`src/tpc_pkg.sv`:
```
// Package for the three-to-four printable codec: payload structs, group job
// type, register indexes and codec constants. No dependencies.
package tpc_pkg;

  // Character offset added on encode, removed on decode
  localparam logic [7:0] CharOffset = 8'd33;

  // Group jobs that may wait between front and back
  localparam int unsigned JobDepth = 2;

  // Configuration port widths
  localparam int unsigned CfgIdxWidth  = 1;
  localparam int unsigned CfgDataWidth = 16;

  // Register indexes
  localparam logic [CfgIdxWidth-1:0] RegDecodeMode    = 1'd0;
  localparam logic [CfgIdxWidth-1:0] RegMessageLength = 1'd1;

  typedef struct packed {
    logic [7:0] in_byte;
    logic       in_last;
  } in_item_t;

  typedef struct packed {
    logic [7:0] out_byte;
    logic       run_last;
    logic       message_end;
  } out_item_t;

  // One finished group: up to four result bytes, index of the last one
  // and whether that last one closes the message.
  typedef struct packed {
    logic [3:0][7:0] bytes;
    logic [1:0]      last_idx;
    logic            ending;
  } job_t;

endpackage

```
`src/tpc_front.sv`:
```
// Front part of the codec: holds configuration, gathers items into groups
// and turns each completed group (in encode mode also a short final one) into one job. Depends on tpc_pkg.
module tpc_front (
  input  logic                                clk_i,
  input  logic                                rst_ni,
  input  logic                                cfg_we_i,
  input  logic [tpc_pkg::CfgIdxWidth-1:0]     cfg_idx_i,
  input  logic [tpc_pkg::CfgDataWidth-1:0]    cfg_data_i,
  input  logic                                accept_i,
  input  tpc_pkg::in_item_t                   item_i,
  output logic                                job_valid_o,
  output tpc_pkg::job_t                       job_o
);
  import tpc_pkg::*;

  logic        decode_q;
  logic [15:0] length_q;
  logic [15:0] remain_q, remain_d;
  logic [23:0] group_q, group_d;
  logic [1:0]  pos_q, pos_d;

  logic [1:0]  enc_pos;
  logic [23:0] enc_grp;
  logic [7:0]  dec_val;
  logic [23:0] dec_grp;
  logic [1:0]  take;
  logic [7:0]  ea, eb, ec;

  // Gather the incoming item into the group
  always_comb begin
    enc_pos = (pos_q == 2'd3) ? 2'd2 : pos_q;
    dec_val = item_i.in_byte - CharOffset;
    case (enc_pos)
      2'd0:    enc_grp = group_q | {item_i.in_byte, 16'h0000};
      2'd1:    enc_grp = group_q | {8'h00, item_i.in_byte, 8'h00};
      default: enc_grp = group_q | {16'h0000, item_i.in_byte};
    endcase
    case (pos_q)
      2'd0:    dec_grp = group_q | {dec_val, 16'h0000};
      2'd1:    dec_grp = group_q | {8'h00, dec_val, 8'h00};
      default: dec_grp = group_q | {16'h0000, dec_val};
    endcase
    take = (remain_q >= 16'd3) ? 2'd3 : remain_q[1:0];
    ea   = group_q[23:16];
    eb   = group_q[15:8];
    ec   = group_q[7:0];
  end

  // Form the job and the next group state
  always_comb begin
    job_valid_o = 1'b0;
    job_o       = '0;
    group_d     = group_q;
    pos_d       = pos_q;
    remain_d    = remain_q;
    if (!decode_q) begin
      if (enc_pos == 2'd2 || item_i.in_last) begin
        job_valid_o     = accept_i;
        job_o.bytes[0]  = {2'b00, enc_grp[23:18]} + CharOffset;
        job_o.bytes[1]  = {2'b00, enc_grp[17:12]} + CharOffset;
        job_o.bytes[2]  = {2'b00, enc_grp[11:6]} + CharOffset;
        job_o.bytes[3]  = {2'b00, enc_grp[5:0]} + CharOffset;
        job_o.last_idx  = 2'd3;
        job_o.ending    = item_i.in_last;
        group_d         = '0;
        pos_d           = '0;
      end else begin
        group_d = enc_grp;
        pos_d   = enc_pos + 2'd1;
      end
    end else begin
      if (pos_q != 2'd3) begin
        group_d = dec_grp;
        pos_d   = pos_q + 2'd1;
      end else begin
        // Overlapping bits of neighboring values are ORed, not concatenated
        job_valid_o    = accept_i && (take != 2'd0);
        job_o.bytes[0] = {ea[5:0], 2'b00} | {4'h0, eb[7:4]};
        job_o.bytes[1] = {eb[3:0], 4'h0} | {2'b00, ec[7:2]};
        job_o.bytes[2] = {ec[1:0], 6'h00} | dec_val;
        job_o.bytes[3] = '0;
        job_o.last_idx = take - 2'd1;
        job_o.ending   = (remain_q == {14'd0, take}) || item_i.in_last;
        remain_d       = remain_q - {14'd0, take};
        group_d        = '0;
        pos_d          = '0;
      end
    end
    // Close the message: drop any partial group and rearm the length
    if (item_i.in_last) begin
      group_d  = '0;
      pos_d    = '0;
      remain_d = length_q;
    end
  end

  // Hold configuration and group state
  always_ff @(posedge clk_i or negedge rst_ni) begin
    if (!rst_ni) begin
      decode_q <= 1'b0;
      length_q <= '0;
      remain_q <= '0;
      group_q  <= '0;
      pos_q    <= '0;
    end else if (cfg_we_i) begin
      unique case (cfg_idx_i)
        RegDecodeMode: begin
          decode_q <= cfg_data_i[0];
          group_q  <= '0;
          pos_q    <= '0;
        end
        RegMessageLength: begin
          length_q <= cfg_data_i;
          remain_q <= cfg_data_i;
        end
        default: ;
      endcase
    end else if (accept_i) begin
      group_q  <= group_d;
      pos_q    <= pos_d;
      remain_q <= remain_d;
    end
  end

`ifndef SYNTHESIS
  // Encoding never leaves a full group waiting
  assert property (@(posedge clk_i) disable iff (!rst_ni)
    !decode_q |-> pos_q != 2'd3)
    else $error("encoder holds four gathered bytes");

  // A decode job never carries more bytes than remain
  assert property (@(posedge clk_i) disable iff (!rst_ni)
    (job_valid_o && decode_q) |-> ({14'd0, job_o.last_idx} < remain_q))
    else $error("decode job exceeds remaining length");
`endif

endmodule

```
`src/tpc_fifo.sv`:
```
// Short job queue between the front and back parts of the codec.
// Depends on tpc_pkg for the job type.
module tpc_fifo #(
  parameter int unsigned Depth = tpc_pkg::JobDepth
) (
  input  logic          clk_i,
  input  logic          rst_ni,
  input  logic          push_i,
  input  tpc_pkg::job_t data_i,
  output logic          full_o,
  input  logic          pop_i,
  output logic          empty_o,
  output tpc_pkg::job_t data_o
);
  import tpc_pkg::*;

  localparam int unsigned PtrWidth = (Depth > 1) ? $clog2(Depth) : 1;
  localparam int unsigned CntWidth = $clog2(Depth + 1);
  localparam logic [PtrWidth-1:0] LastPtr = PtrWidth'(Depth - 1);
  localparam logic [CntWidth-1:0] FullCnt = CntWidth'(Depth);

  job_t                mem_q [Depth];
  logic [PtrWidth-1:0] wr_q, rd_q;
  logic [CntWidth-1:0] cnt_q;
  logic                do_push, do_pop;

  assign full_o  = (cnt_q == FullCnt);
  assign empty_o = (cnt_q == '0);
  assign do_push = push_i && !full_o;
  assign do_pop  = pop_i && !empty_o;
  assign data_o  = mem_q[rd_q];

  // Store pushed jobs
  always_ff @(posedge clk_i) begin
    if (do_push) begin
      mem_q[wr_q] <= data_i;
    end
  end

  // Advance pointers and the fill count
  always_ff @(posedge clk_i or negedge rst_ni) begin
    if (!rst_ni) begin
      wr_q  <= '0;
      rd_q  <= '0;
      cnt_q <= '0;
    end else begin
      if (do_push) begin
        wr_q <= (wr_q == LastPtr) ? '0 : wr_q + 1'b1;
      end
      if (do_pop) begin
        rd_q <= (rd_q == LastPtr) ? '0 : rd_q + 1'b1;
      end
      if (do_push && !do_pop) begin
        cnt_q <= cnt_q + 1'b1;
      end else if (do_pop && !do_push) begin
        cnt_q <= cnt_q - 1'b1;
      end
    end
  end

`ifndef SYNTHESIS
  // No job is offered while the queue is full
  assert property (@(posedge clk_i) disable iff (!rst_ni)
    push_i |-> !full_o)
    else $error("job pushed into full queue");

  // Fill count follows the transfers
  assert property (@(posedge clk_i) disable iff (!rst_ni)
    (do_push && !do_pop) |=> cnt_q == $past(cnt_q) + 1'b1)
    else $error("fill count lost a push");
`endif

endmodule

```
`src/tpc_back.sv`:
```
// Back part of the codec: walks the head job one byte per transfer and
// presents it as the result item. Depends on tpc_pkg.
module tpc_back (
  input  logic               clk_i,
  input  logic               rst_ni,
  input  logic               job_empty_i,
  input  tpc_pkg::job_t      job_i,
  output logic               job_pop_o,
  input  logic               pop_i,
  output tpc_pkg::out_item_t item_o
);
  import tpc_pkg::*;

  logic [1:0] idx_q;
  logic       at_last;
  logic       xfer;

  assign at_last   = (idx_q == job_i.last_idx);
  assign xfer      = pop_i && !job_empty_i;
  assign job_pop_o = xfer && at_last;

  // Present the current byte of the head job
  always_comb begin
    item_o.out_byte    = job_i.bytes[idx_q];
    item_o.run_last    = at_last;
    item_o.message_end = at_last && job_i.ending;
  end

  // Advance within the job, rewind when it retires
  always_ff @(posedge clk_i or negedge rst_ni) begin
    if (!rst_ni) begin
      idx_q <= '0;
    end else if (xfer) begin
      idx_q <= at_last ? 2'd0 : idx_q + 2'd1;
    end
  end

`ifndef SYNTHESIS
  // The byte index stays inside the head job
  assert property (@(posedge clk_i) disable iff (!rst_ni)
    !job_empty_i |-> idx_q <= job_i.last_idx)
    else $error("byte index beyond head job");

  // A new job always starts at its first byte
  assert property (@(posedge clk_i) disable iff (!rst_ni)
    job_pop_o |=> idx_q == 2'd0)
    else $error("byte index not rewound");
`endif

endmodule

```
`src/three_to_four_printable_codec_unit.sv`:
```
// Top level of the three-to-four printable codec: front, job queue, back.
// Depends on tpc_pkg, tpc_front, tpc_fifo and tpc_back.
//
// Encode mode takes bytes and returns four printable characters (6-bit
// slice plus 33) per group of three bytes, a short final group padded with
// zeros; decode mode takes characters and returns three bytes per group of
// four, stopping after message_length bytes and dropping a trailing partial
// group. Input items are taken on push transfers while the job queue is not
// full, and results leave on pop transfers through the single result port;
// decoding takes one character per cycle while the result side keeps
// popping. The finished group travels through a two-entry job queue, so
// input keeps flowing while the result side stalls, until both entries
// wait. A completed group's job is registered in the queue and read from
// its head. Write configuration only while no message is in flight.
module three_to_four_printable_codec_unit #(
  parameter int unsigned QueueDepth = tpc_pkg::JobDepth
) (
  input  logic                             clk_i,
  input  logic                             rst_ni,
  input  logic                             cfg_we_i,
  input  logic [tpc_pkg::CfgIdxWidth-1:0]  cfg_idx_i,
  input  logic [tpc_pkg::CfgDataWidth-1:0] cfg_data_i,
  input  logic                             push,
  output logic                             full,
  input  tpc_pkg::in_item_t                in_item_i,
  output logic                             empty,
  input  logic                             pop,
  output tpc_pkg::out_item_t               out_item_o
);
  import tpc_pkg::*;

  logic accept;
  logic job_valid;
  job_t job_in, job_head;
  logic job_empty, job_pop;

  // Take an item on each push transfer
  assign accept = push && !full;
  assign empty  = job_empty;

  tpc_front u_front (
    .clk_i       (clk_i),
    .rst_ni      (rst_ni),
    .cfg_we_i    (cfg_we_i),
    .cfg_idx_i   (cfg_idx_i),
    .cfg_data_i  (cfg_data_i),
    .accept_i    (accept),
    .item_i      (in_item_i),
    .job_valid_o (job_valid),
    .job_o       (job_in)
  );

  tpc_fifo #(
    .Depth (QueueDepth)
  ) u_fifo (
    .clk_i   (clk_i),
    .rst_ni  (rst_ni),
    .push_i  (job_valid),
    .data_i  (job_in),
    .full_o  (full),
    .pop_i   (job_pop),
    .empty_o (job_empty),
    .data_o  (job_head)
  );

  tpc_back u_back (
    .clk_i       (clk_i),
    .rst_ni      (rst_ni),
    .job_empty_i (job_empty),
    .job_i       (job_head),
    .job_pop_o   (job_pop),
    .pop_i       (pop),
    .item_o      (out_item_o)
  );

`ifndef SYNTHESIS
  // Message end only marks the last result of a group
  assert property (@(posedge clk_i) disable iff (!rst_ni)
    (!empty && out_item_o.message_end) |-> out_item_o.run_last)
    else $error("message end without run last");
`endif

endmodule
```
`config.mk`:
```
export PLATFORM = sky130hd
export DESIGN_NAME = three_to_four_printable_codec_unit
export DESIGN_NICKNAME = d
export VERILOG_FILES = /design/src/tpc_pkg.sv /design/src/tpc_front.sv /design/src/tpc_fifo.sv /design/src/tpc_back.sv /design/src/three_to_four_printable_codec_unit.sv
export SDC_FILE = /design/constraint.sdc
export NUM_CORES = 1
export LEC_CHECK = 0
export BUFFER_PORTS_ARGS = -buffer_cell sky130_fd_sc_hd__buf_2
export CAP_MARGIN = 40
export CORE_MARGIN = 2
export CORE_UTILIZATION = 30
export CTS_CLUSTER_SIZE = 10
export DETAILED_ROUTE_END_ITERATION = 7
export GPL_ROUTABILITY_DRIVEN = 0
export HOLD_SLACK_MARGIN = 0.08
export PLACE_DENSITY_LB_ADDON = 0.25
export SETUP_SLACK_MARGIN = 0.02
export SLEW_MARGIN = 20
export SYNTH_ARGS = -nofsm -noshare
export SYNTH_HDL_FRONTEND = slang
export SYNTH_SLANG_ARGS = --single-unit
```
`constraint.sdc`:
```
create_clock -name clk_i -period 5.1 [get_ports clk_i]
set_input_delay 0.255 -clock clk_i [delete_from_list [all_inputs] [get_ports clk_i]]
set_output_delay 0.255 -clock clk_i [all_outputs]
set_load 0.1 [all_outputs]
```
# Yosys cells after proc, flatten, opt, wreduce, memory -nomap -nowiden

Memory sizes are Yosys's and may differ from the RTL's.
Index checks and enable logic that the tools add are counted.

Output and inout port bits: 12
Bits of input ports: 31
Logic and storage cells: 112
Register bits: 65
Memories: 1
RAM bits: 70

Reduce and logical (&&, ||, !) cells: 26
Add/sub/neg operators: 14
Eq/ne operators: 11
$lt $le $gt $ge: 2
Bitwise logic cells: 10
Multiplexer cells: 39

Memories:

| name         | depth | bits a word | read ports | clocked after Yosys merged registers in | write ports | RTL line       | source |
|---|---|---|---|---|---|---|---|
| u_fifo.mem_q | 2     | 35          | 1          | 0                                       | 1           | tpc_fifo.sv:22 | `job_t mem_q [Depth];` |

Operators by type and width:

| cell                  | count |
|---|---|
| $mux W24              | 7 |
| $mux W16              | 6 |
| $pmux W24 S2          | 2 |
| $mux W35              | 2 |
| $or A24 B16 Y24       | 2 |
| $or A24 B24 Y24       | 2 |
| $or A24 B8 Y24        | 2 |
| $add A6 B6 Y7 const B | 4 |
| $mux W27              | 1 |
| $mux W2               | 12 |
| $bmux W8 S2           | 1 |
| $eq A16 B2 Y1         | 1 |
| $ge A16 B2 Y1 const B | 1 |
| $sub A16 B2 Y16       | 1 |
| $logic_and A1 B1 Y1   | 9 |
| $add A2 B1 Y2 const B | 4 |
| $mux W8               | 1 |
| $or A8 B4 Y8          | 1 |
| $or A8 B6 Y8          | 1 |
| $or A8 B8 Y8          | 1 |
| $sub A8 B6 Y8 const B | 1 |
| $mux W1               | 7 |
| $eq A2 B2 Y1 const B  | 3 |
| $logic_not A2 Y1      | 3 |
| 15 further kinds      | 27 |

# Depth between registers and ports, before layout

Depth in word-level cells: 11
Depth in mapped cells: 12
Gate-level depth less buffers: 11

# Modules after synthesis

A second synthesis with hierarchy kept.

Cells, all modules: 709
Area, all modules: 7842.5 um^2

By module, submodules not included:

| module                             | cells each | times used | area each (um^2) | seq. area each (um^2) |
|---|---|---|---|---|
| tpc_front                          | 553        | 1          | 4588.2           | 1476.4 |
| tpc_fifo                           | 128        | 1          | 2872.8           | 2202.1 |
| tpc_back                           | 27         | 1          | 367.9            | 50.0 |
| three_to_four_printable_codec_unit | 1          | 1          | 13.8             | 0.0 |

# Least setup slack after synthesis

No wires, ideal clock.

Path kind: flip-flop to flip-flop
From: register u_front.pos_q[1]
To: memory u_fifo.mem_q[0][0] in the netlist's numbering (enable)
Arrival: 3.162 ns
Slack: 1.509 ns
Setup time: 0.429 ns
Cell stages (with the launch flop): 8
Data required time: 4.671 ns
Cell sequence: dfrtp_1 > inv_1 > ha_1 > o21ba_2 > nor2_1 > nor2_1 > o211a_1 > nor2b_1

Longest elaborated chain between the ends: 9
Elaborated cells between the ends (all ways): 11
Classes of those cells: eq/ne (3); mux (6); reduce/logical (2)

RTL lines:

| element                           | RTL line         | source |
|---|---|---|
| from (decl)                       | tpc_front.sv:20  | `logic [1:0] pos_q, pos_d;` |
| from (signal assigned)            | tpc_front.sv:120 | `pos_q <= pos_d;` |
| $eq A2 B2 Y1                      | tpc_front.sv:31  | `enc_pos = (pos_q == 2'd3) ? 2'd2 : pos_q;` |
| $mux W2                           | tpc_front.sv:31  |  |
| $eq A2 B2 Y1                      | tpc_front.sv:57  | `if (enc_pos == 2'd2 \|\| item_i.in_last) begin` |
| $logic_or A1 B1 Y1                | tpc_front.sv:57  |  |
| $mux W1                           | tpc_front.sv:57  |  |
| $mux W1 (*)                       | tpc_front.sv:56  | `if (!decode_q) begin` |
| $logic_and A1 B1 Y1 (*)           | tpc_fifo.sv:29   | `assign do_push = push_i && !full_o;` |
| via u_fifo.do_push                | tpc_fifo.sv:25   | `logic do_push, do_pop;` |
| $mux W1 (*)                       | tpc_fifo.sv:35   | `if (do_push) begin` |
| $mux W1 (not written as such) (*) | tpc_fifo.sv:36   | `mem_q[wr_q] <= data_i;` |
| to (decl)                         | tpc_fifo.sv:22   |  |

Mark *: on every way through the listed nets, which the timed path passes. The rest lies on a longest branch.

# Worst setup path in the final report

From: register u_front.remain_q[12]
To: memory u_fifo.mem_q[1][9] in the netlist's numbering (enable)

Longest elaborated chain between the ends: 9

RTL lines:

| element                       | RTL line         | source |
|---|---|---|
| from (decl)                   | tpc_front.sv:18  | `logic [15:0] remain_q, remain_d;` |
| from (signal assigned)        | tpc_front.sv:114 | `remain_q <= cfg_data_i;` |
| from (signal assigned)        | tpc_front.sv:121 | `remain_q <= remain_d;` |
| $ge A16 B2 Y1                 | tpc_front.sv:43  | `take = (remain_q >= 16'd3) ? 2'd3 : remain_q[1:0];` |
| $mux W2                       | tpc_front.sv:43  |  |
| $reduce_bool A2 Y1            | tpc_front.sv:77  | `job_valid_o = accept_i && (take != 2'd0);` |
| $logic_and A1 B1 Y1           | tpc_front.sv:77  |  |
| $mux W1                       | tpc_front.sv:72  | `if (pos_q != 2'd3) begin` |
| $mux W1                       | tpc_front.sv:56  |  |
| $logic_and A1 B1 Y1           | tpc_fifo.sv:29   |  |
| via u_fifo.do_push            | tpc_fifo.sv:25   |  |
| $mux W1                       | tpc_fifo.sv:35   |  |
| $mux W1 (not written as such) | tpc_fifo.sv:36   |  |

The timed path passes the listed nets, and every way through them passes these cells.

==> impl_metrics.env <==
export IMPL_syn_instance_count=697
export IMPL_placed_cell_area_mm2=0.00782
export IMPL_rrSetupSlack_ns=2.03
export IMPL_syn_to_final_growth_pct=17.7
export IMPL_yosysSeqAreaShare_pct=50.3
export IMPL_clock_skew_ns=0.00811
export IMPL_hold_violations=0
export IMPL_powerDensity_mw_per_mm2=487
export IMPL_hp_class="in2reg"
export IMPL_crit_path_end_kind="flop"
export IMPL_dr_first_iter_drc_count=461
export IMPL_crit_type="reg2reg"
export IMPL_finalInstanceArea_mm2=0.00858
export IMPL_finalSetupViolCount=0
export IMPL_cts_sinks=133
export IMPL_vias_per_cell=5.17
export IMPL_antenna_found_initial=0
export IMPL_cp_arrival_ns=3.23
export IMPL_pin_count=43
export IMPL_yosys_area_top_type="edfxtp_1"
export IMPL_timing_fmax_mhz=326
export IMPL_status="complete, no violations"
export IMPL_hpwl_um=13900
export IMPL_cpPeakStageDelay_ns=0.57
export IMPL_synthesis_area_mm2=0.00729
export IMPL_fp_dieArea_mm2=0.0256
export IMPL_syn_nets=741
export IMPL_synth_edf_count=68
export IMPL_switching_share_pct=41.2
export IMPL_fp_coreArea_mm2=0.0241
export IMPL_rsz0062_at_grt="no"
export IMPL_drc_errors=0
export IMPL_overflow=0
export IMPL_clockPowerShare_pct=28.8
export IMPL_cts_made_buffers=17
export IMPL_dp_cells=1029
export IMPL_p_int_uw=2450
export IMPL_seq_area_mm2=0.00367
export IMPL_initial_core_util_pct=30.2
export IMPL_portBuffers=42
export IMPL_detail_route_antenna_nets=0
export IMPL_std_cell_rows=57
export IMPL_final_min_clock_period_ns=3.07
export IMPL_drt_wl_total_um=19700
export IMPL_power_uw=4180
export IMPL_start_kind="flop"
export IMPL_yosys_top_cells_area="edfxtp_1 28%, dfrtp_1 22%, nand2_1 4.7%, mux4_2 4.6%, a21oi_1 4.1%"
export IMPL_setup_tns_ns=0
export IMPL_multi_input_area_mm2=0.00335
export IMPL_die_h_um=160
export IMPL_irDropWorstVdd_mv=0.356
export IMPL_clock_path_buffers=2
export IMPL_fill_cells=2462
export IMPL_wire_per_inst_um=18.3
export IMPL_grt_max_degree=44
export IMPL_synth_cell_types=72
export IMPL_layout_commonest_cell="nand2_1"
export IMPL_diodes=0
export IMPL_async_flop_share_pct=48.9
export IMPL_power_switching_uw=1720
export IMPL_final_cell_mix="91 x nand2_1, 68 x edfxtp_1, 65 x dfrtp_1"
export IMPL_slowest_stage="nor4_1"
export IMPL_grt_pass1_vias=5374
export IMPL_total_leakage_power_uw=0.00335
export IMPL_cts_tree="yes"
export IMPL_htreeDepth=4
export IMPL_synth_area_per_cell_um2=10.5
export IMPL_path_cells="nor4_1 -> and4_1 -> nand2_1 -> nor2_1 -> ha_1 -> nor2_1 -> o211a_1 -> and2_1 -> buf_8 -> buf_4"
export IMPL_vias=5574
export IMPL_clkLatencyLatePin_ns=0.43
export IMPL_slew_viol_final=0
export IMPL_period_share_pct=60.1
export IMPL_stdcell_count=1079
export IMPL_gr_usage_all_layers_pct=15.6
export IMPL_cts_clk_slew_worst_paths_ns=0.06
export IMPL_relSlewSlack_pct=46.4
export IMPL_power_frac_comb_pct=36.6
export IMPL_synth_warnings=0
export IMPL_ys_ff_latch=133
export IMPL_power_frac_seq_pct=34.7
export IMPL_cap_violations=0
export IMPL_worst_pin_slew_ns=0.804
export IMPL_nets=786
export IMPL_hold_slack_ns=0.235
export IMPL_ys_flop_type="edfxtp_1"
export IMPL_drt_first_pass_iters=5
export IMPL_worstPathMaxFanout=17
export IMPL_critPathMostFrequentCell="nor2_1"
export IMPL_layout_drive_gt1_share_pct=16.7
export IMPL_grt_pass1_wl_um=30800
export IMPL_die_x_um=160
export IMPL_post_cts_buffers=0
export IMPL_yosysTopAreaCellShare_pct=28.0
export IMPL_crit_required_ns=5.27
export IMPL_clockRootBuffer="clkbuf_16"
[through the flow]
stage | util (%) | setup slack (ns)
2_1_floorplan | - | 1.51
3_3_place_gp | 32.2 | 1.77
3_5_place_dp | 32.4 | 1.66
4_1_cts | 35.5 | 1.64
5_1_grt | 35.6 | 1.75
6_report | 35.6 | 2.03
[worst paths after layout]
check,from,end,depth (start not counted)
worst min-delay path,pop,u_back.idx_q[0],3
worst max-delay path,u_front.remain_q[12],u_fifo.mem_q[1][9],10
worst min register to register,u_front.length_q[14],u_front.length_q[14],2
max in group asynchronous,rst_ni,u_front.group_q[12],4
min in group asynchronous,rst_ni,u_front.group_q[1],3
worst max register to register,u_front.remain_q[12],u_fifo.mem_q[1][9],10
[kinds of logic after synthesis]
group	Yosys count	synth area share [%]
buffers and inverters	66	3.73
multiplexers	30	6.85
AO/OA/AOI/OAI	204	18.3
AND/OR/NAND/NOR	219	14.7
flip-flops	133	50.3
XOR/XNOR	32	3.85
adder cells (fa/ha/maj)	13	2.23
[metal layers]
metal,track usage (%),share of wire [%]
met1,22.4,49
met3,2.86,4.7
met5,0,0
met2,23.8,45
met4,5.12,1.7
[power groups by stage]
stage | logic [uW] | registers (uW) | clock network (uW)
after floorplan | 1280 | 1390 | 0
after global placement | 1480 | 1490 | 0
after detailed placement | 1490 | 1490 | 0
after CTS | 1500 | 1470 | 1230
after global routing | 1640 | 1470 | 1260
final | 1530 | 1450 | 1200
[synth_stat cells, drive strengths merged, types with 2 or more instances]
cell / count
nand3b: 2
a221o: 7
nand2: 91
nor3: 14
xnor2: 20
ha: 13
inv: 24
xor2: 12
and4: 2
a21o: 7
nor3b: 2
nor2: 49
o21a: 6
o21ai: 51
a32o: 3
or4: 2
or3: 7
o22ai: 16
and3: 5
o32ai: 4
a22o: 15
or2: 4
a31oi: 3
nand3: 7
mux4: 15
a21oi: 60
and2: 6
a211oi: 4
buf: 15
o31ai: 4
nor4: 5
dfrtp: 65
nand2b: 9
a22oi: 4
clkbuf: 27
nor2b: 10
nor4b: 4
edfxtp: 68
mux2: 9
o2bb2ai: 3
a221oi: 3
mux2i: 6
[worst max-delay path: cells and delay by family, from the launching register on]
kind                       cells  cell delay (ns)
buffers and inverters          2             0.40
and+or+nand+nor                6             1.56
adders and majority gates      1             0.15
AOI/OAI and AO/OA              1             0.27
DFF                            1             0.43
[layout make-up]
cell class                      instances  area share, %
Clock buffer                           18           5.00
Timing Repair Buffer                   68           5.73
Inverter                               24           1.05
Clock inverter                         14           1.65
Sequential cell                       133           42.8
Multi-Input combinational cell        498           39.1
Tap cell                              324           4.73
[timing repair]
action,CTS,global route
gates resized for setup,0,0
endpoints found under the hold margin,38,0
hold buffers,16,0
[registers in the layout (all words and copies together), names as in the netlist]
name / cells
u_front.group_q: 24
u_front.remain_q: 16
u_back.idx_q: 2
u_fifo.mem_q: 68
u_fifo.wr_q: 1
u_front.pos_q: 2
u_fifo.cnt_q: 2
u_front.decode_q: 1
u_fifo.rd_q: 1
u_front.length_q: 16
No activity file was read; power rests on OpenSTA's default activity.
